### src/gda_pkg.sv
package gda_pkg;

    localparam int DAY_COUNT_BITS_DEF = 16;

    localparam int YEAR_BITS  = 14;
    localparam int MONTH_BITS = 4;
    localparam int DAY_BITS   = 5;
    localparam int DIFF_BITS  = 23;
    localparam int CENT_BITS  = 8;
    localparam int YC_BITS    = 7;
    localparam int DOY_BITS   = 9;
    localparam int PROD_BITS  = 27;

    localparam logic [YEAR_BITS-1:0] YEAR_LOW  = 14'd1801;
    localparam logic [YEAR_BITS-1:0] YEAR_HIGH = 14'd9999;
    localparam logic [CENT_BITS-1:0] CENT_LOW  = 8'd18;
    localparam logic [YC_BITS-1:0]   YC_LOW    = 7'd1;
    localparam logic [CENT_BITS-1:0] CENT_HIGH = 8'd99;
    localparam logic [YC_BITS-1:0]   YC_HIGH   = 7'd99;
    localparam logic [YEAR_BITS-1:0] CENTURY   = 14'd100;

    // Multiplying by DIV100_MUL and shifting by DIV100_SHIFT divides any
    // 14-bit year by 100 exactly.
    localparam logic [PROD_BITS-1:0] DIV100_MUL   = 27'd5243;
    localparam int                   DIV100_SHIFT = 19;

    localparam logic [1:0] OP_ADD  = 2'd0;
    localparam logic [1:0] OP_SUB  = 2'd1;
    localparam logic [1:0] OP_DIFF = 2'd2;
    localparam logic [1:0] OP_NONE = 2'd3;

    localparam logic [1:0] ST_OK      = 2'd0;
    localparam logic [1:0] ST_INVALID = 2'd1;
    localparam logic [1:0] ST_RANGE   = 2'd2;

    localparam logic [MONTH_BITS-1:0] MONTH_FEB = 4'd2;

    typedef struct packed {
        logic in_ready;
        logic div;
        logic rem;
        logic check;
        logic year_step;
        logic month_step;
        logic publish;
    } t_cmd;

    typedef struct packed {
        logic in_valid;
        logic check_bad;
        logic year_done;
        logic range_hit;
        logic is_diff;
        logic month_done;
        logic out_free;
    } t_stat;

    function automatic logic is_leap(input logic [CENT_BITS-1:0] cent,
                                     input logic [YC_BITS-1:0] yc);
        is_leap = (yc[1:0] == 2'd0) && ((yc != '0) || (cent[1:0] == 2'd0));
    endfunction

    function automatic logic [DAY_BITS-1:0] month_len(input logic [MONTH_BITS-1:0] m,
                                                      input logic lp);
        case (m)
            4'd1, 4'd3, 4'd5, 4'd7, 4'd8, 4'd10, 4'd12: month_len = 5'd31;
            4'd4, 4'd6, 4'd9, 4'd11: month_len = 5'd30;
            4'd2: month_len = lp ? 5'd29 : 5'd28;
            default: month_len = 5'd0;
        endcase
    endfunction

    function automatic logic [DOY_BITS-1:0] month_start(input logic [MONTH_BITS-1:0] m);
        case (m)
            4'd1: month_start = 9'd0;
            4'd2: month_start = 9'd31;
            4'd3: month_start = 9'd59;
            4'd4: month_start = 9'd90;
            4'd5: month_start = 9'd120;
            4'd6: month_start = 9'd151;
            4'd7: month_start = 9'd181;
            4'd8: month_start = 9'd212;
            4'd9: month_start = 9'd243;
            4'd10: month_start = 9'd273;
            4'd11: month_start = 9'd304;
            4'd12: month_start = 9'd334;
            default: month_start = 9'd0;
        endcase
    endfunction

    function automatic logic [DOY_BITS-1:0] year_len(input logic lp);
        year_len = lp ? 9'd366 : 9'd365;
    endfunction

    function automatic logic date_ok(input logic [MONTH_BITS-1:0] m,
                                     input logic [DAY_BITS-1:0] d,
                                     input logic [YEAR_BITS-1:0] y,
                                     input logic lp);
        date_ok = (y >= YEAR_LOW) && (y <= YEAR_HIGH) && (m >= 4'd1) && (m <= 4'd12)
                  && (d >= 5'd1) && (d <= month_len(m, lp));
    endfunction

    function automatic logic [DOY_BITS-1:0] ordinal_day(input logic [MONTH_BITS-1:0] m,
                                                        input logic [DAY_BITS-1:0] d,
                                                        input logic lp);
        ordinal_day = month_start(m) + DOY_BITS'(d) - 9'd1
                      + ((lp && (m > MONTH_FEB)) ? 9'd1 : 9'd0);
    endfunction

endpackage

### src/gda_in_if.sv
interface gda_in_if #(
    parameter int DAY_COUNT_BITS = gda_pkg::DAY_COUNT_BITS_DEF
);
    logic                                valid;
    logic                                ready;
    logic [1:0]                          operation;
    logic [gda_pkg::MONTH_BITS-1:0]      first_month;
    logic [gda_pkg::DAY_BITS-1:0]        first_day;
    logic [gda_pkg::YEAR_BITS-1:0]       first_year;
    logic [gda_pkg::MONTH_BITS-1:0]      second_month;
    logic [gda_pkg::DAY_BITS-1:0]        second_day;
    logic [gda_pkg::YEAR_BITS-1:0]       second_year;
    logic [DAY_COUNT_BITS-1:0]           day_count;

    modport source (
        output valid, operation, first_month, first_day, first_year,
               second_month, second_day, second_year, day_count,
        input  ready
    );

    modport sink (
        input  valid, operation, first_month, first_day, first_year,
               second_month, second_day, second_year, day_count,
        output ready
    );
endinterface

### src/gda_out_if.sv
interface gda_out_if;
    logic                                valid;
    logic                                ready;
    logic [gda_pkg::MONTH_BITS-1:0]      result_month;
    logic [gda_pkg::DAY_BITS-1:0]        result_day;
    logic [gda_pkg::YEAR_BITS-1:0]       result_year;
    logic signed [gda_pkg::DIFF_BITS-1:0] day_difference;
    logic [1:0]                          status;

    modport source (
        output valid, result_month, result_day, result_year, day_difference, status,
        input  ready
    );

    modport sink (
        input  valid, result_month, result_day, result_year, day_difference, status,
        output ready
    );
endinterface

### src/gregorian_date_arithmetic.sv
// Gregorian date unit: add days to a date, subtract days from it, or count the
// signed days between two dates. Each transfer on the input channel yields
// exactly one transfer on the output channel, in order.
// The input channel carries the operation, two dates and a day count; the
// output channel carries the result date, the day difference and a status.
// One item is worked on at a time. Years are walked one per cycle, then,
// for add and subtract, months one per cycle (at most 11). A difference, or
// a result year out of range, ends with the year walk, and an invalid request
// walks neither. For add and subtract the years walked are about day_count /
// 365; for a difference they are the distance between the two years, up to
// about 8200. The year and month walks through one shared stepper set the
// throughput: a new item is taken the cycle after the previous result enters
// the output register, and not before. A result waits in that register while
// the receiver stalls, and the next item may be taken and worked on meanwhile;
// its result is held back until the register is free. Reset empties the
// output register and returns the controller to idle, ready for a new item.
module gregorian_date_arithmetic #(
    parameter int DAY_COUNT_BITS = gda_pkg::DAY_COUNT_BITS_DEF
) (
    input  logic      i_clk,
    input  logic      i_rst_n,
    gda_in_if.sink    i_in,
    gda_out_if.source o_out
);
    gda_pkg::t_cmd  w_cmd;
    gda_pkg::t_stat w_stat;

    gda_ctrl u_ctrl (
        .i_clk   (i_clk),
        .i_rst_n (i_rst_n),
        .i_stat  (w_stat),
        .o_cmd   (w_cmd)
    );

    gda_datapath #(
        .DAY_COUNT_BITS (DAY_COUNT_BITS)
    ) u_datapath (
        .i_clk   (i_clk),
        .i_rst_n (i_rst_n),
        .i_cmd   (w_cmd),
        .o_stat  (w_stat),
        .i_in    (i_in),
        .o_out   (o_out)
    );
endmodule

### src/gda_datapath.sv
module gda_datapath #(
    parameter int DAY_COUNT_BITS = gda_pkg::DAY_COUNT_BITS_DEF
) (
    input  logic          i_clk,
    input  logic          i_rst_n,
    input  gda_pkg::t_cmd i_cmd,
    output gda_pkg::t_stat o_stat,
    gda_in_if.sink        i_in,
    gda_out_if.source     o_out
);
    localparam int TW = DAY_COUNT_BITS + 11;

    logic [1:0]                      r_op;
    logic [gda_pkg::MONTH_BITS-1:0]  r_m1, r_m2;
    logic [gda_pkg::DAY_BITS-1:0]    r_d1, r_d2;
    logic [gda_pkg::YEAR_BITS-1:0]   r_y1, r_y2;
    logic [DAY_COUNT_BITS-1:0]       r_cnt;
    logic [gda_pkg::CENT_BITS-1:0]   r_q1, r_q2;
    logic [gda_pkg::YC_BITS-1:0]     r_yc1, r_yc2;
    logic [gda_pkg::CENT_BITS-1:0]   r_cur_c;
    logic [gda_pkg::YC_BITS-1:0]     r_cur_yc;
    logic signed [TW-1:0]            r_t;
    logic signed [gda_pkg::DIFF_BITS-1:0] r_acc;
    logic [gda_pkg::MONTH_BITS-1:0]  r_mo;
    logic [1:0]                      r_status;

    logic                            r_out_valid;
    logic [gda_pkg::MONTH_BITS-1:0]  r_out_month;
    logic [gda_pkg::DAY_BITS-1:0]    r_out_day;
    logic [gda_pkg::YEAR_BITS-1:0]   r_out_year;
    logic signed [gda_pkg::DIFF_BITS-1:0] r_out_diff;
    logic [1:0]                      r_out_status;

    logic [gda_pkg::PROD_BITS-1:0]   w_prod1, w_prod2;
    logic                            w_leap1, w_leap2, w_bad;
    logic [gda_pkg::DOY_BITS-1:0]    w_doy1, w_doy2;
    logic                            w_cur_leap, w_dec_leap;
    logic [gda_pkg::CENT_BITS-1:0]   w_inc_c, w_dec_c;
    logic [gda_pkg::YC_BITS-1:0]     w_inc_yc, w_dec_yc;
    logic [gda_pkg::DOY_BITS-1:0]    w_ylen_cur, w_ylen_dec;
    logic                            w_at_top, w_at_bottom, w_lt, w_gt;
    logic                            w_more, w_range;
    logic [gda_pkg::DAY_BITS-1:0]    w_mlen;
    logic                            w_month_more;
    logic                            w_load;

    assign w_load = i_in.valid && i_cmd.in_ready;
    assign i_in.ready = i_cmd.in_ready;

    assign w_prod1 = gda_pkg::PROD_BITS'(r_y1) * gda_pkg::DIV100_MUL;
    assign w_prod2 = gda_pkg::PROD_BITS'(r_y2) * gda_pkg::DIV100_MUL;

    assign w_leap1 = gda_pkg::is_leap(r_q1, r_yc1);
    assign w_leap2 = gda_pkg::is_leap(r_q2, r_yc2);
    assign w_doy1  = gda_pkg::ordinal_day(r_m1, r_d1, w_leap1);
    assign w_doy2  = gda_pkg::ordinal_day(r_m2, r_d2, w_leap2);
    assign w_bad   = (r_op == gda_pkg::OP_NONE)
                     || !gda_pkg::date_ok(r_m1, r_d1, r_y1, w_leap1)
                     || ((r_op == gda_pkg::OP_DIFF)
                         && !gda_pkg::date_ok(r_m2, r_d2, r_y2, w_leap2));

    always_comb begin
        if (r_cur_yc == gda_pkg::YC_HIGH) begin
            w_inc_yc = '0;
            w_inc_c  = r_cur_c + 8'd1;
        end else begin
            w_inc_yc = r_cur_yc + 7'd1;
            w_inc_c  = r_cur_c;
        end
        if (r_cur_yc == '0) begin
            w_dec_yc = gda_pkg::YC_HIGH;
            w_dec_c  = r_cur_c - 8'd1;
        end else begin
            w_dec_yc = r_cur_yc - 7'd1;
            w_dec_c  = r_cur_c;
        end
    end

    assign w_cur_leap  = gda_pkg::is_leap(r_cur_c, r_cur_yc);
    assign w_dec_leap  = gda_pkg::is_leap(w_dec_c, w_dec_yc);
    assign w_ylen_cur  = gda_pkg::year_len(w_cur_leap);
    assign w_ylen_dec  = gda_pkg::year_len(w_dec_leap);
    assign w_at_top    = (r_cur_c == gda_pkg::CENT_HIGH) && (r_cur_yc == gda_pkg::YC_HIGH);
    assign w_at_bottom = (r_cur_c == gda_pkg::CENT_LOW) && (r_cur_yc == gda_pkg::YC_LOW);
    assign w_lt = (r_cur_c < r_q2) || ((r_cur_c == r_q2) && (r_cur_yc < r_yc2));
    assign w_gt = (r_cur_c > r_q2) || ((r_cur_c == r_q2) && (r_cur_yc > r_yc2));

    always_comb begin
        case (r_op)
            gda_pkg::OP_ADD: begin
                w_more  = r_t >= $signed(TW'(w_ylen_cur));
                w_range = w_more && w_at_top;
            end
            gda_pkg::OP_SUB: begin
                w_more  = r_t[TW-1];
                w_range = w_more && w_at_bottom;
            end
            gda_pkg::OP_DIFF: begin
                w_more  = w_lt || w_gt;
                w_range = 1'b0;
            end
            default: begin
                w_more  = 1'b0;
                w_range = 1'b0;
            end
        endcase
    end

    assign w_mlen       = gda_pkg::month_len(r_mo, w_cur_leap);
    assign w_month_more = r_t >= $signed(TW'(w_mlen));

    assign o_stat.in_valid   = i_in.valid;
    assign o_stat.check_bad  = w_bad;
    assign o_stat.year_done  = !w_more || w_range;
    assign o_stat.range_hit  = w_range;
    assign o_stat.is_diff    = (r_op == gda_pkg::OP_DIFF);
    assign o_stat.month_done = !w_month_more;
    assign o_stat.out_free   = !r_out_valid || o_out.ready;

    always_ff @(posedge i_clk) begin
        if (w_load) begin
            r_op  <= i_in.operation;
            r_m1  <= i_in.first_month;
            r_d1  <= i_in.first_day;
            r_y1  <= i_in.first_year;
            r_m2  <= i_in.second_month;
            r_d2  <= i_in.second_day;
            r_y2  <= i_in.second_year;
            r_cnt <= i_in.day_count;
        end
        if (i_cmd.div) begin
            r_q1 <= w_prod1[gda_pkg::DIV100_SHIFT +: gda_pkg::CENT_BITS];
            r_q2 <= w_prod2[gda_pkg::DIV100_SHIFT +: gda_pkg::CENT_BITS];
        end
        if (i_cmd.rem) begin
            r_yc1 <= gda_pkg::YC_BITS'(r_y1 - gda_pkg::YEAR_BITS'(r_q1) * gda_pkg::CENTURY);
            r_yc2 <= gda_pkg::YC_BITS'(r_y2 - gda_pkg::YEAR_BITS'(r_q2) * gda_pkg::CENTURY);
        end
        if (i_cmd.check) begin
            r_status <= w_bad ? gda_pkg::ST_INVALID : gda_pkg::ST_OK;
            r_cur_c  <= r_q1;
            r_cur_yc <= r_yc1;
            r_mo     <= 4'd1;
            r_acc    <= $signed(gda_pkg::DIFF_BITS'(w_doy2))
                        - $signed(gda_pkg::DIFF_BITS'(w_doy1));
            if (r_op == gda_pkg::OP_SUB) begin
                r_t <= $signed(TW'(w_doy1)) - $signed(TW'(r_cnt));
            end else begin
                r_t <= $signed(TW'(w_doy1)) + $signed(TW'(r_cnt));
            end
        end
        if (i_cmd.year_step) begin
            if (w_range) begin
                r_status <= gda_pkg::ST_RANGE;
            end else if (w_more) begin
                case (r_op)
                    gda_pkg::OP_ADD: begin
                        r_t      <= r_t - $signed(TW'(w_ylen_cur));
                        r_cur_c  <= w_inc_c;
                        r_cur_yc <= w_inc_yc;
                    end
                    gda_pkg::OP_SUB: begin
                        r_t      <= r_t + $signed(TW'(w_ylen_dec));
                        r_cur_c  <= w_dec_c;
                        r_cur_yc <= w_dec_yc;
                    end
                    default: begin
                        if (w_lt) begin
                            r_acc    <= r_acc + $signed(gda_pkg::DIFF_BITS'(w_ylen_cur));
                            r_cur_c  <= w_inc_c;
                            r_cur_yc <= w_inc_yc;
                        end else begin
                            r_acc    <= r_acc - $signed(gda_pkg::DIFF_BITS'(w_ylen_dec));
                            r_cur_c  <= w_dec_c;
                            r_cur_yc <= w_dec_yc;
                        end
                    end
                endcase
            end
        end
        if (i_cmd.month_step && w_month_more) begin
            r_t  <= r_t - $signed(TW'(w_mlen));
            r_mo <= r_mo + 4'd1;
        end
        if (i_cmd.publish) begin
            r_out_status <= r_status;
            if ((r_status == gda_pkg::ST_OK) && (r_op == gda_pkg::OP_DIFF)) begin
                r_out_month <= '0;
                r_out_day   <= '0;
                r_out_year  <= '0;
                r_out_diff  <= r_acc;
            end else if (r_status == gda_pkg::ST_OK) begin
                r_out_month <= r_mo;
                r_out_day   <= r_t[gda_pkg::DAY_BITS-1:0] + 5'd1;
                r_out_year  <= gda_pkg::YEAR_BITS'(r_cur_c) * gda_pkg::CENTURY
                               + gda_pkg::YEAR_BITS'(r_cur_yc);
                r_out_diff  <= '0;
            end else begin
                r_out_month <= '0;
                r_out_day   <= '0;
                r_out_year  <= '0;
                r_out_diff  <= '0;
            end
        end
    end

    always_ff @(posedge i_clk) begin
        if (!i_rst_n) begin
            r_out_valid <= 1'b0;
        end else if (i_cmd.publish) begin
            r_out_valid <= 1'b1;
        end else if (o_out.ready) begin
            r_out_valid <= 1'b0;
        end
    end

    assign o_out.valid          = r_out_valid;
    assign o_out.result_month   = r_out_month;
    assign o_out.result_day     = r_out_day;
    assign o_out.result_year    = r_out_year;
    assign o_out.day_difference = r_out_diff;
    assign o_out.status         = r_out_status;
endmodule

### src/gda_ctrl.sv
module gda_ctrl (
    input  logic           i_clk,
    input  logic           i_rst_n,
    input  gda_pkg::t_stat i_stat,
    output gda_pkg::t_cmd  o_cmd
);
    typedef enum logic [6:0] {
        S_IDLE  = 7'b0000001,
        S_DIV   = 7'b0000010,
        S_REM   = 7'b0000100,
        S_CHECK = 7'b0001000,
        S_YEAR  = 7'b0010000,
        S_MONTH = 7'b0100000,
        S_DONE  = 7'b1000000
    } t_state;

    t_state r_state, n_state;

    always_comb begin
        n_state = r_state;
        o_cmd   = '0;
        case (r_state)
            S_IDLE: begin
                o_cmd.in_ready = 1'b1;
                if (i_stat.in_valid) begin
                    n_state = S_DIV;
                end
            end
            S_DIV: begin
                o_cmd.div = 1'b1;
                n_state   = S_REM;
            end
            S_REM: begin
                o_cmd.rem = 1'b1;
                n_state   = S_CHECK;
            end
            S_CHECK: begin
                o_cmd.check = 1'b1;
                n_state     = i_stat.check_bad ? S_DONE : S_YEAR;
            end
            S_YEAR: begin
                o_cmd.year_step = 1'b1;
                if (i_stat.year_done) begin
                    n_state = (i_stat.range_hit || i_stat.is_diff) ? S_DONE : S_MONTH;
                end
            end
            S_MONTH: begin
                o_cmd.month_step = 1'b1;
                if (i_stat.month_done) begin
                    n_state = S_DONE;
                end
            end
            S_DONE: begin
                if (i_stat.out_free) begin
                    o_cmd.publish = 1'b1;
                    n_state       = S_IDLE;
                end
            end
            default: begin
                n_state = S_IDLE;
            end
        endcase
    end

    always_ff @(posedge i_clk) begin
        if (!i_rst_n) begin
            r_state <= S_IDLE;
        end else begin
            r_state <= n_state;
        end
    end
endmodule

### src/flat_wrapper.sv
// flat-port wrapper written by rule: the top's interface ports become plain ports
module gregorian_date_arithmetic_flat 
#(
    parameter int DAY_COUNT_BITS = gda_pkg::DAY_COUNT_BITS_DEF
)
  (i_clk, i_rst_n, i_in_valid, i_in_operation, i_in_first_month, i_in_first_day, i_in_first_year, i_in_second_month, i_in_second_day, i_in_second_year, i_in_day_count, i_in_ready, o_out_valid, o_out_result_month, o_out_result_day, o_out_result_year, o_out_day_difference, o_out_status, o_out_ready);
  gda_in_if #(.DAY_COUNT_BITS(DAY_COUNT_BITS)) i_in_i ();
  gda_out_if o_out_i ();
  input  logic i_clk;
  input  logic i_rst_n;
  input wire logic [$bits(i_in_i.valid)-1:0] i_in_valid;
  input wire logic [$bits(i_in_i.operation)-1:0] i_in_operation;
  input wire logic [$bits(i_in_i.first_month)-1:0] i_in_first_month;
  input wire logic [$bits(i_in_i.first_day)-1:0] i_in_first_day;
  input wire logic [$bits(i_in_i.first_year)-1:0] i_in_first_year;
  input wire logic [$bits(i_in_i.second_month)-1:0] i_in_second_month;
  input wire logic [$bits(i_in_i.second_day)-1:0] i_in_second_day;
  input wire logic [$bits(i_in_i.second_year)-1:0] i_in_second_year;
  input wire logic [$bits(i_in_i.day_count)-1:0] i_in_day_count;
  output wire logic [$bits(i_in_i.ready)-1:0] i_in_ready;
  output wire logic [$bits(o_out_i.valid)-1:0] o_out_valid;
  output wire logic [$bits(o_out_i.result_month)-1:0] o_out_result_month;
  output wire logic [$bits(o_out_i.result_day)-1:0] o_out_result_day;
  output wire logic [$bits(o_out_i.result_year)-1:0] o_out_result_year;
  output wire logic [$bits(o_out_i.day_difference)-1:0] o_out_day_difference;
  output wire logic [$bits(o_out_i.status)-1:0] o_out_status;
  input wire logic [$bits(o_out_i.ready)-1:0] o_out_ready;
  assign i_in_i.valid = i_in_valid;
  assign i_in_i.operation = i_in_operation;
  assign i_in_i.first_month = i_in_first_month;
  assign i_in_i.first_day = i_in_first_day;
  assign i_in_i.first_year = i_in_first_year;
  assign i_in_i.second_month = i_in_second_month;
  assign i_in_i.second_day = i_in_second_day;
  assign i_in_i.second_year = i_in_second_year;
  assign i_in_i.day_count = i_in_day_count;
  assign i_in_ready = i_in_i.ready;
  assign o_out_valid = o_out_i.valid;
  assign o_out_result_month = o_out_i.result_month;
  assign o_out_result_day = o_out_i.result_day;
  assign o_out_result_year = o_out_i.result_year;
  assign o_out_day_difference = o_out_i.day_difference;
  assign o_out_status = o_out_i.status;
  assign o_out_i.ready = o_out_ready;
  gregorian_date_arithmetic #(.DAY_COUNT_BITS(DAY_COUNT_BITS)) u_core (.i_clk(i_clk), .i_rst_n(i_rst_n), .i_in(i_in_i), .o_out(o_out_i));
endmodule
### config.mk
export PLATFORM = sky130hd
export DESIGN_NAME = gregorian_date_arithmetic_flat
export DESIGN_NICKNAME = d
export VERILOG_FILES = /design/src/gda_pkg.sv /design/src/gda_in_if.sv /design/src/gda_out_if.sv /design/src/gregorian_date_arithmetic.sv /design/src/gda_datapath.sv /design/src/gda_ctrl.sv /design/src/flat_wrapper.sv
export SDC_FILE = /design/constraint.sdc
export NUM_CORES = 1
export LEC_CHECK = 0
export ABC_AREA = 1
export CORE_UTILIZATION = 45
export DETAILED_ROUTE_END_ITERATION = 10
export DONT_BUFFER_PORTS = 1
export PLACE_DENSITY = 0.59
export SLEW_MARGIN = 30
export SYNTH_ARGS = -nofsm -noshare
export SYNTH_HDL_FRONTEND = slang
export SYNTH_HIERARCHICAL = 1
export SYNTH_SLANG_ARGS = --single-unit
### constraint.sdc
create_clock -name i_clk -period 10.9 [get_ports i_clk]
set_clock_uncertainty 0.1 [all_clocks]
set_input_delay 3.27 -clock i_clk [delete_from_list [all_inputs] [get_ports i_clk]]
set_output_delay 3.27 -clock i_clk [all_outputs]
set_load 0.02 [all_outputs]
# [Word-level counts from Yosys, hierarchy flattened]
# Memories as Yosys holds them, arrays and structs flattened. A register that Yosys moved wholly into a read port is not among the register bits.
# Cells that the tools add are included.
[classes] add_sub_neg=23 multipliers=5 div_mod_pow=0 magnitude_cmp=20 n_eq_ne=55 shift=0 muxes=66 n_bitwise=1 n_reduce_logical=68
[ops] op="$mux W27" n=6
[ops] op="$mux W23" n=6
[ops] op="$mux W7" n=13
[ops] op="$eq A4 B4 Y1 const B" n=15
[ops] op="$mux W8" n=7
[ops] op="$mul A14 B13 Y27 const B" n=2
[ops] op="$pmux W27 S2" n=1
[ops] op="$pmux W7 S7" n=1
[ops] op="$eq A4 B3 Y1 const B" n=12
[ops] op="$pmux W5 S3" n=3
[ops] op="$ge A14 B11 Y1 const B" n=2
[ops] op="$le A14 B14 Y1 const B" n=2
[ops] op="$reduce_bool A7 Y1" n=4
[ops] op="$add A27 B10 Y27" n=1
[ops] op="$ge A27 B10 Y1" n=1
[ops] op="$ge A27 B6 Y1" n=1
[ops] op="$sub A27 B10 Y27" n=1
[ops] op="$sub A27 B6 Y27" n=1
[ops] op="$logic_and A1 B1 Y1" n=26
[ops] op="$eq A4 B2 Y1 const B" n=6
[ops] op="$add A23 B10 Y23" n=1
[ops] op="$sub A23 B10 Y23" n=1
[ops] op="$reduce_or A7 Y1" n=3
[ops] op="$logic_not A2 Y1" n=10
[ops] op="54 further kinds" n=112
[totals] regBits=221 latchBits=0 ram_bits=0 romBits=288 input_bits=68 out_inout_bits=50 n_memories=2
[memory_table] memory="(name not given)" words=16 width=9 read_ports=1 rd_ports_with_merged_regs=1 wr=0 line="gda_pkg.sv:74" text="case (m)"
[memory_table] memory="(name not given)" words=16 width=9 read_ports=1 rd_ports_with_merged_regs=1 wr=0 line="gda_pkg.sv:74"

# [Logic depth before layout (Yosys ltp)]
# Gate-level depths: netlist (run 1).
[depth] depth_word=14 mapped_depth=33

# [By module]
# The synthesis (run 1) kept the hierarchy.
[modules_own_cells] mod="gda_datapath" n_inst=1 cells_each=3392 area_per_inst_um2=26262.7 seq_area_each_um2=6105.9
[modules_own_cells] mod="gda_ctrl" n_inst=1 cells_each=78 area_per_inst_um2=500.5 seq_area_each_um2=140.1

# [Least setup slack after synthesis (run 1)]
# Ideal clock, no wire load.
[synth_timing] path_kind="input -> register" startpoint="input port o_out_ready" endpoint="register u_core.u_datapath.r_out_diff (netlist bit u_core/u_datapath/o_out.day_difference[0]) (enable)" setup_time_ns=0.576 arrival_time_ns=8.096 setup_slack_ns=2.128 cell_stages=4 cell_sequence="inv_1 -> nand2_1 -> inv_1 -> nor4_1"
[synth_lines] item="from (decl)" line="flat_wrapper.sv:27" text="input wire logic [$bits(o_out_i.ready)-1:0] o_out_ready;"
[synth_lines] item="to (signal assigned)" line="gda_datapath.sv:191" text="r_out_diff <= r_acc;"
[synth_lines] item="to (decl)" line="gda_datapath.sv:31" text="logic signed [gda_pkg::DIFF_BITS-1:0] r_out_diff;"

# [Worst setup path after layout (run 1)]
[layout_timing] startpoint="register u_core/u_datapath/r_q1[1] (netlist name)" endpoint="register u_core.u_datapath.r_t[25]"
[layout_between] elab_chain_len=14
[layout_rtl] item="from (decl)" line="gda_datapath.sv:18" text="logic [gda_pkg::CENT_BITS-1:0] r_q1, r_q2;"
[layout_rtl] item="from (signal assigned)" line="gda_datapath.sv:132" text="r_q1 <= w_prod1[gda_pkg::DIV100_SHIFT +: gda_pkg::CENT_BITS];"
[layout_rtl] item="$logic_not A2 Y1 *" line="gda_pkg.sv:60" text="is_leap = (yc[1:0] == 2'd0) && ((yc != '0) || (cent[1:0] == 2'd0));"
[layout_rtl] item="$logic_or A1 B1 Y1 *" line="gda_pkg.sv:60"
[layout_rtl] item="$logic_and A1 B1 Y1 *" line="gda_pkg.sv:60"
[layout_rtl] item="$logic_and A1 B1 Y1 *" line="gda_pkg.sv:107" text="+ ((lp && (m > MONTH_FEB)) ? 9'd1 : 9'd0);"
[layout_rtl] item="$mux W1 *" line="gda_pkg.sv:107"
[layout_rtl] item="$add A9 B1 Y9 *" line="gda_pkg.sv:107"
[layout_rtl] item="$sub A9 B16 Y17 *" line="gda_datapath.sv:147" text="r_t <= $signed(TW'(w_doy1)) - $signed(TW'(r_cnt));"
[layout_rtl] item="$mux W27 *" line="gda_datapath.sv:146" text="if (r_op == gda_pkg::OP_SUB) begin"
[layout_rtl] item="$mux W27 *" line="gda_datapath.sv:139" text="if (i_cmd.check) begin"
[layout_rtl] item="$pmux W27 S2" line="gda_datapath.sv:156" text="case (r_op)"
[layout_rtl] item="$mux W27" line="gda_datapath.sv:155" text="end else if (w_more) begin"
[layout_rtl] item="$mux W27" line="gda_datapath.sv:153" text="if (w_range) begin"
[layout_rtl] item="$mux W27 *" line="gda_datapath.sv:152" text="if (i_cmd.year_step) begin"
[layout_rtl] item="$mux W27 *" line="gda_datapath.sv:181" text="if (i_cmd.month_step && w_month_more) begin"
[layout_rtl] item="to (signal assigned)" line="gda_datapath.sv:158" text="r_t <= r_t - $signed(TW'(w_ylen_cur));"
[layout_rtl] item="to (signal assigned)" line="gda_datapath.sv:163" text="r_t <= r_t + $signed(TW'(w_ylen_dec));"
[layout_rtl] item="to (signal assigned)" line="gda_datapath.sv:182" text="r_t <= r_t - $signed(TW'(w_mlen));"
[layout_rtl] item="to (decl)" line="gda_datapath.sv:22" text="logic signed [TW-1:0] r_t;"
# Mark *: on every way between the ends. The rest lies on a longest branch, timed or not.
# A chain may end at the register's enable or synchronous reset.

==> results by group, run 1 <==
Synth
  • Register area share after synthesis: 23.3%
  • Total number of yosys warnings: 6
  • Post-synth top area cell: ha_1
  • Synth Flop Type: edfxtp_1
  • Number of synthesized flops with an enable pin: 146
  • Top cells by area, synth: ha_1 19%, edfxtp_1 16%, fa_1 11%, nand2_1 9.4%, inv_1 8.7%
  • Ys async rst share: 0%
  • Share of the synthesized area in the top cell type: 19.0%
  • Post-Syn Area per Cell: 7.71 um^2
  • FF+latch count, synth: 239
  • Post-Synthesis Cells: 3470
  • Post-synth cell types: 62
  • Synth Cell Area: 0.0268 mm^2
  • Syn_nets: 4085

Pwr
  • Maximum VDD drop: 0.000275 V
  • Leak pwr: 0.0139 uW
  • Pwr Density: 317 mW/mm^2

Detailed routing
  • DRC: 0
  • Drt wl/cell: 17.2 um
  • Pre-antenna DRT Iters: 5
  • Total wire length: 73100 um
  • Vias: 22500
  • Antenna Nets Post-Route: 0
  • 1st-iter DRT viols: 1439
  • Via/cell ratio: 5.30

Final layout
  • Area grow syn2layout: 6.22%
  • # diodes: 0
  • Final core utilization: 48.3%
  • Post-route cell area: 0.0284 mm^2
  • Total Nets Final: 4056
  • Share of layout cells above drive strength 1: 4.36%

Clock network
  • Clk slew on worst S/H paths: 0.06 ns
  • CTS sink count: 239
  • Post-CTS resize count: 0
  • Cts bufs inserted: 30
  • Worst-skew pair later-pin latency: 0.60 ns
  • H-tree levels: 1
  • CTS tree: done
  • Post-CTS Setup Bufs: 0
  • Root cell of the clock tree: clkbuf_16
  • Clock tree buffer depth: 3
  • Hold-fix buffers, CTS: 0

STA
  • Final Critical Period: 5.34 ns
  • RSZ-0062 raised after global routing: no
  • Slew Limit Fails: 0
  • Achievable Freq: 187 MHz
  • Final hold viol count: 0
  • Hold slack final: 0.389 ns
  • Final worst-path cycle share: 49.0%
  • Slew Limit Headroom: 40.9%
  • Final setup fails: 0
  • Least-Margin Pin Slew: 0.885 ns
  • Total negative slack: 0 ns

Global routing
  • Pin count of the biggest net entering global routing: 64
  • First-pass GRT wire length: 116000 um
  • Initial antenna violation count: 0
  • Global route overflow: 0
  • Vias in the first global route: 21600
  • Gr usage total: 24.1%

Die
  • Die area: 0.0605 mm^2
  • Chip Width: 246 um
  • Die Span Y: 246 um
  • Placeable Area: 0.0589 mm^2
  • IO Pins: 118
  • Row cnt: 89
  • Starting Density: 45.4%

Setup path
  • FF-to-FF Start: u_core/u_datapath/r_q1[1]
  • CP Class: register to register
  • Worst setup path startpoint: u_core/u_datapath/r_q1[1]
  • CP max stage cell: nand2_1
  • Worst EP arrival: 5.74 ns
  • CP Launch Type: register
  • Critical path required time: 11.30 ns
  • Max FO, Critical Path: 11
  • Delay-heaviest family, CP: adder cells
  • Critical Path Sink Type: register
  • Reg2reg setup slack: 5.56 ns
  • Slowest cell delay on critical path: 0.48 ns
  • Worst path bufs/invs: 5

Place
  • IO buf count: 0
  • Post-DP HPWL: 58400 um
  • Gpl congestion: 0.927
  • Area post-placement: 0.0274 mm^2

Hold path
  • Min-Delay Path Class: register to register
  • Hold wc startpoint: u_core/u_datapath/r_acc[16]

Run
  • Max-cap viol count: 0

Outcome
  • Status: finished, final reports clean
cells in the final DEF, fill, tap and decap left out, drive strengths merged, types with 6 or more instances in the layout:
master  instances
nand2         686
inv           643
ha            406
nor2          277
o21ai         240
nand3         218
a21oi         189
edfxtp        146
fa            141
dfxtp          93
xor2           79
nand4          56
nor3           43
clkbuf         41
xnor2          32
o211ai         20
o21bai         16
o22ai          14
buf            13
a31oi          12
a21o           10
or2            10
nor4           10
clkinv          9
o21a            7
o31ai           6
metal layers:
metal	GRT usage, %	part of all wire [%]	vias to the layer above
met3	2.36	5.3	111
met1	32.6	46	10500
met4	6.70	2.7	0
li1	-	-	11300
met5	0	0	-
met2	40.7	46	609
synthesized netlist by cell type, types with 8 or more instances:
library cell  instances
or2_2                 9
edfxtp_1            146
nand3_1             211
a21o_1               10
a21oi_1             187
nand2_4               8
xnor2_1              32
nand2_2              10
a31oi_1              12
o21ai_1              27
clkbuf_1             23
buf_6                15
xor2_1               79
nor3_1               42
buf_2                21
dfxtp_1              93
o21ai_0             213
nor4_1               10
inv_1               621
inv_2                19
ha_1                406
nor2_1              252
o22ai_1              13
buf_4                11
fa_1                141
nor2_2               17
nand4_1              56
o211ai_1             20
nand2_1             668
o21bai_1             15
metrics by stage:
step / instances / setup WS [ns] / total power, uW
floorplan: 3470 / 2.13 / 6280
global placement: 4182 / 5.53 / 7910
detailed placement: 4182 / 5.52 / 7910
CTS: 4238 / 5.59 / 9050
global route: 4238 / 5.14 / 10100
finish: 4238 / 5.56 / 9010
cell families after synthesis:
group / after synthesis / synth area share [%]
xor+xnor: 111 / 3.63
simple gates: 1313 / 21.5
mux: 1 / 0.0374
fa+ha+maj: 547 / 29.5
buf+inv: 718 / 10.8
flops: 239 / 23.3
compound gates: 541 / 11.2
cell type report:
cell class / instances / area (um^2)
well taps: 773 / 967
clock buffers: 41 / 843
repair buffers: 13 / 97.6
flip-flops and latches: 239 / 6250
inverters: 644 / 2430
clock inverters: 15 / 210
fillers: 5870 / 30500
multi-input cells: 2513 / 17600
worst paths after layout:
path,cells past startpoint,to
setup / recovery,30,u_core/u_datapath/r_t[25]
hold / removal,2,u_core/u_datapath/r_acc[16]
setup reg to reg,30,u_core/u_datapath/r_t[25]
hold reg to reg,2,u_core/u_datapath/r_acc[16]
state kept, by name, indices dropped and copies added, names as in the netlist, 8 cells and up, named ones only:
register / count
u_core/u_datapath/r_t: 27
u_core/u_datapath/o_out.day_difference: 23
u_core/u_datapath/r_acc: 23
u_core/u_datapath/r_cnt: 16
u_core/u_datapath/o_out.result_year: 14
u_core/u_datapath/r_y1: 14
u_core/u_datapath/r_y2: 14
u_core/u_datapath/r_cur_c: 8
u_core/u_datapath/r_q1: 8
u_core/u_datapath/r_q2: 8
tightest hold or removal path: cells and delay by family (launching register included):
kind | cells | cell delay [ns]
flops | 1 | 0.32
simple gates | 1 | 0.07
compound gates | 1 | 0.05
report_power, final:
part           leakage [uW]  switching (uW)  internal [uW]  total (uW)
combinational        0.0113            4180           2450        6630
sequential          0.00209             146           1160        1300
clock              0.000511             419            658        1080
total                0.0139            4740           4270        9010
Power figures use the tool's default switching activity.
==> run 2, diff against run 1 <==
==> constraint.sdc (replaced) <==
create_clock -name i_clk -period 5.3 [get_ports i_clk]
set_clock_uncertainty 0.1 [all_clocks]
set_input_delay 1.59 -clock i_clk [delete_from_list [all_inputs] [get_ports i_clk]]
set_output_delay 1.59 -clock i_clk [all_outputs]
set_load 0.02 [all_outputs]
==> results by group, run 2 (synthesis gave the netlist of run 1 again) <==
Pwr
  • Seq pwr share: 14.1% (-0.4 points)
  • Maximum VDD drop: 0.000535 V (+95%)
  • Combinational fraction of design power: 72.7% (-0.9 points)
  • Clock share of power: 13.3% (+1.4 points)
  • Leak pwr: 0.0141 uW (+1.3%)
  • Pwr Density: 656 mW/mm^2 (+110%)
  • Internal: 9110 uW (+110%)
  • Switching Share: 51.8% (-0.84 points)
  • Sw Pwr: 9790 uW (+110%)

Setup path
  • CP Class: register to register
  • Top cell by count, worst path: nand2_1
  • Worst EP arrival: 5.18 ns (-0.56 ns)
  • Worst path bufs/invs: 4 (-1)
  • Slowest cell delay on critical path: 0.41 ns (-0.07 ns)
  • Worst path depth: 30 (unchanged)
  • Critical path required time: 5.63 ns (-5.67 ns)
  • CP max stage cell: edfxtp_1
  • Reg2reg path depth: 30 (unchanged)
  • CP Launch Type: register
  • Max FO, Critical Path: 4 (-7)
  • Delay-heaviest family, CP: adder cells
  • Critical Path Sink Type: register

Detailed routing
  • Total wire length: 72600 um (-0.57%)
  • DRC: 0 (unchanged)
  • Drt wl/cell: 17.0 um (-1.3%)
  • Via/cell ratio: 5.23 (-1.3%)
  • 1st-iter DRT viols: 1341 (-6.8%)
  • Antenna Nets Post-Route: 0 (unchanged)
  • Vias: 22300 (-0.61%)
  • Pre-antenna DRT Iters: 6 (+1)

Global routing
  • Pin count of the biggest net entering global routing: 64 (unchanged)
  • Grt met1 use: 32.9% (+0.24 points)
  • Grt met3 use: 3.26% (+0.91 points)
  • Global route overflow: 0 (unchanged)
  • Gr usage total: 24.2% (+0.058 points)
  • Initial antenna violation count: 2 (+2)
  • Vias in the first global route: 21300 (-1.7%)
  • First-pass GRT wire length: 115000 um (-0.36%)
  • Met2 Use GR: 39.8% (-0.86 points)
  • Most used routing layer: met2

STA
  • Final setup fails: 0 (unchanged)
  • Slew Limit Headroom: 39.5% (-1.4 points)
  • Total negative slack: 0 ns (unchanged)
  • Slew Limit Fails: 0 (unchanged)
  • Final setup margin: 0.456 ns (-5.10 ns)
  • Final Critical Period: 4.84 ns (-0.499 ns)
  • Least-Margin Pin Slew: 0.908 ns (+0.0229 ns)
  • Final worst-path cycle share: 91.4% (+42 points)
  • Achievable Freq: 206 MHz (+10%)
  • Final hold viol count: 0 (unchanged)

Final layout
  • Most frequent cells in the layout: 668 x nand2_1, 617 x inv_1, 403 x ha_1
  • Most common cell after layout, fill and taps aside: nand2_1
  • Area of the multi-input gates: 0.0177 mm^2 (+0.32%)
  • Fillers: 5801 (-1.2%)
  • Share of layout cells above drive strength 1: 5.35% (+1.0 points)
  • Post-route cell area: 0.0288 mm^2 (+1.4%)
  • Area grow syn2layout: 7.72%
  • Final core utilization: 48.9% (+0.68 points)
  • Max reg flops: 27 (unchanged)
  • Reg area: 0.00625 mm^2 (unchanged)
  • Total Nets Final: 4082 (+0.64%)
  • Top reg by flops: u_core/u_datapath/r_t

Run
  • Max-cap viol count: 0 (unchanged)

Die
  • Starting Density: 45.4% (unchanged)
  • IO Pins: 118 (unchanged)
  • Die area: 0.0605 mm^2 (unchanged)
  • Chip Width: 246 um (unchanged)
  • Die Span Y: 246 um (unchanged)
  • Placeable Area: 0.0589 mm^2 (unchanged)
  • Row cnt: 89 (unchanged)

Outcome
  • Status: finished, final reports clean

Place
  • Gpl congestion: 0.948 (+2.3%)
  • Post-DP HPWL: 58300 um (-0.25%)
  • Area post-placement: 0.0275 mm^2 (+0.61%)
  • IO buf count: 0 (unchanged)
  • Setup WS pre-CTS: 0.378 ns (-5.15 ns)

Clock network
  • Worst-skew pair later-pin latency: 0.56 ns (-0.04 ns)
  • CTS sink count: 239 (unchanged)
  • Root cell of the clock tree: clkbuf_16
  • Cts bufs inserted: 34 (+13%)
  • Clk slew on worst S/H paths: 0.06 ns (about the same)
  • CTS tree: done
  • Clock tree buffer depth: 3 (unchanged)
  • H-tree levels: 2 (+1)

Hold path
  • Min-Delay Path Class: register to register
  • Hold Path Depth: 2 (unchanged)
-- run 2: cell count changes in the layout (fill, tap and decap cells not counted), moves of 3 or more --
cell,before,now
buf_4,13,35
bufinv_16,5,8
clkbuf_16,31,34
diode_2,0,3
ha_1,406,403
nor2_1,252,249
-- run 2: path summary, 6_finish.rpt --
| check | from | to | slack [ns] |
|---|---|---|---|
| max | u_core/u_datapath/r_q1[1] | u_core/u_datapath/r_t[12] | 0.46 |
| min | u_core/u_datapath/r_acc[16] | u_core/u_datapath/r_acc[16] | 0.38 |
| max reg2reg | u_core/u_datapath/r_q1[1] | u_core/u_datapath/r_t[12] | 0.46 |
| min reg2reg | u_core/u_datapath/r_acc[16] | u_core/u_datapath/r_acc[16] | 0.38 |
-- run 2: per-layer routing --
metal / part of all wire, % / vias up
li1: - / 11300
met1: 47 / 10300
met2: 46 / 576
met3: 5.2 / 93
met4: 2.5 / 2
met5: 0.018 / -
-- run 2: cell type report --
class	count	share of cell area (%)
multi-input combinational	2513	61.4
timing repair buffer	35	0.911
antenna	3	0.0260
sequential	239	21.7
clock inverter	22	1.18
inverter	644	8.42
clock buffer	40	3.06
tap	773	3.35
-- run 2: timing repair --
action / 4_1_cts / 5_1_grt
hold buffers: 0 / 0
endpoints found under the setup margin: 0 / 15
setup buffers: 0 / 1
gates resized for setup: 0 / 9
-- run 2: worst reg2reg max path, delay by kind of cell (launching register included) --
kind                       cells  cell delay, ns
xor gates and xnor gates       1            0.21
and+or+nand+nor               12            1.15
AOI/OAI and AO/OA              8            1.19
buffers and inverters          4            0.39
adders and majority gates      5            1.27
DFF                            1            0.41
-- run 2: metrics by stage --
step	hold slack, ns	total power, uW	std cells
floorplan	0.355	12900	3470
global placement	0.375	16200	4203
detailed placement	0.378	16200	4203
CTS	0.386	18900	4265
global route	0.413	21100	4268
finish	0.383	18900	4269
-- run 2: power groups by stage --
stage / clock network [uW] / logic [uW] / registers [uW]
finish: 2510 / 13700 / 2660
global route: 2660 / 15700 / 2690
CTS: 2600 / 13600 / 2660
detailed placement: 0 / 13500 / 2690
global placement: 0 / 13500 / 2690
floorplan: 0 / 10300 / 2570
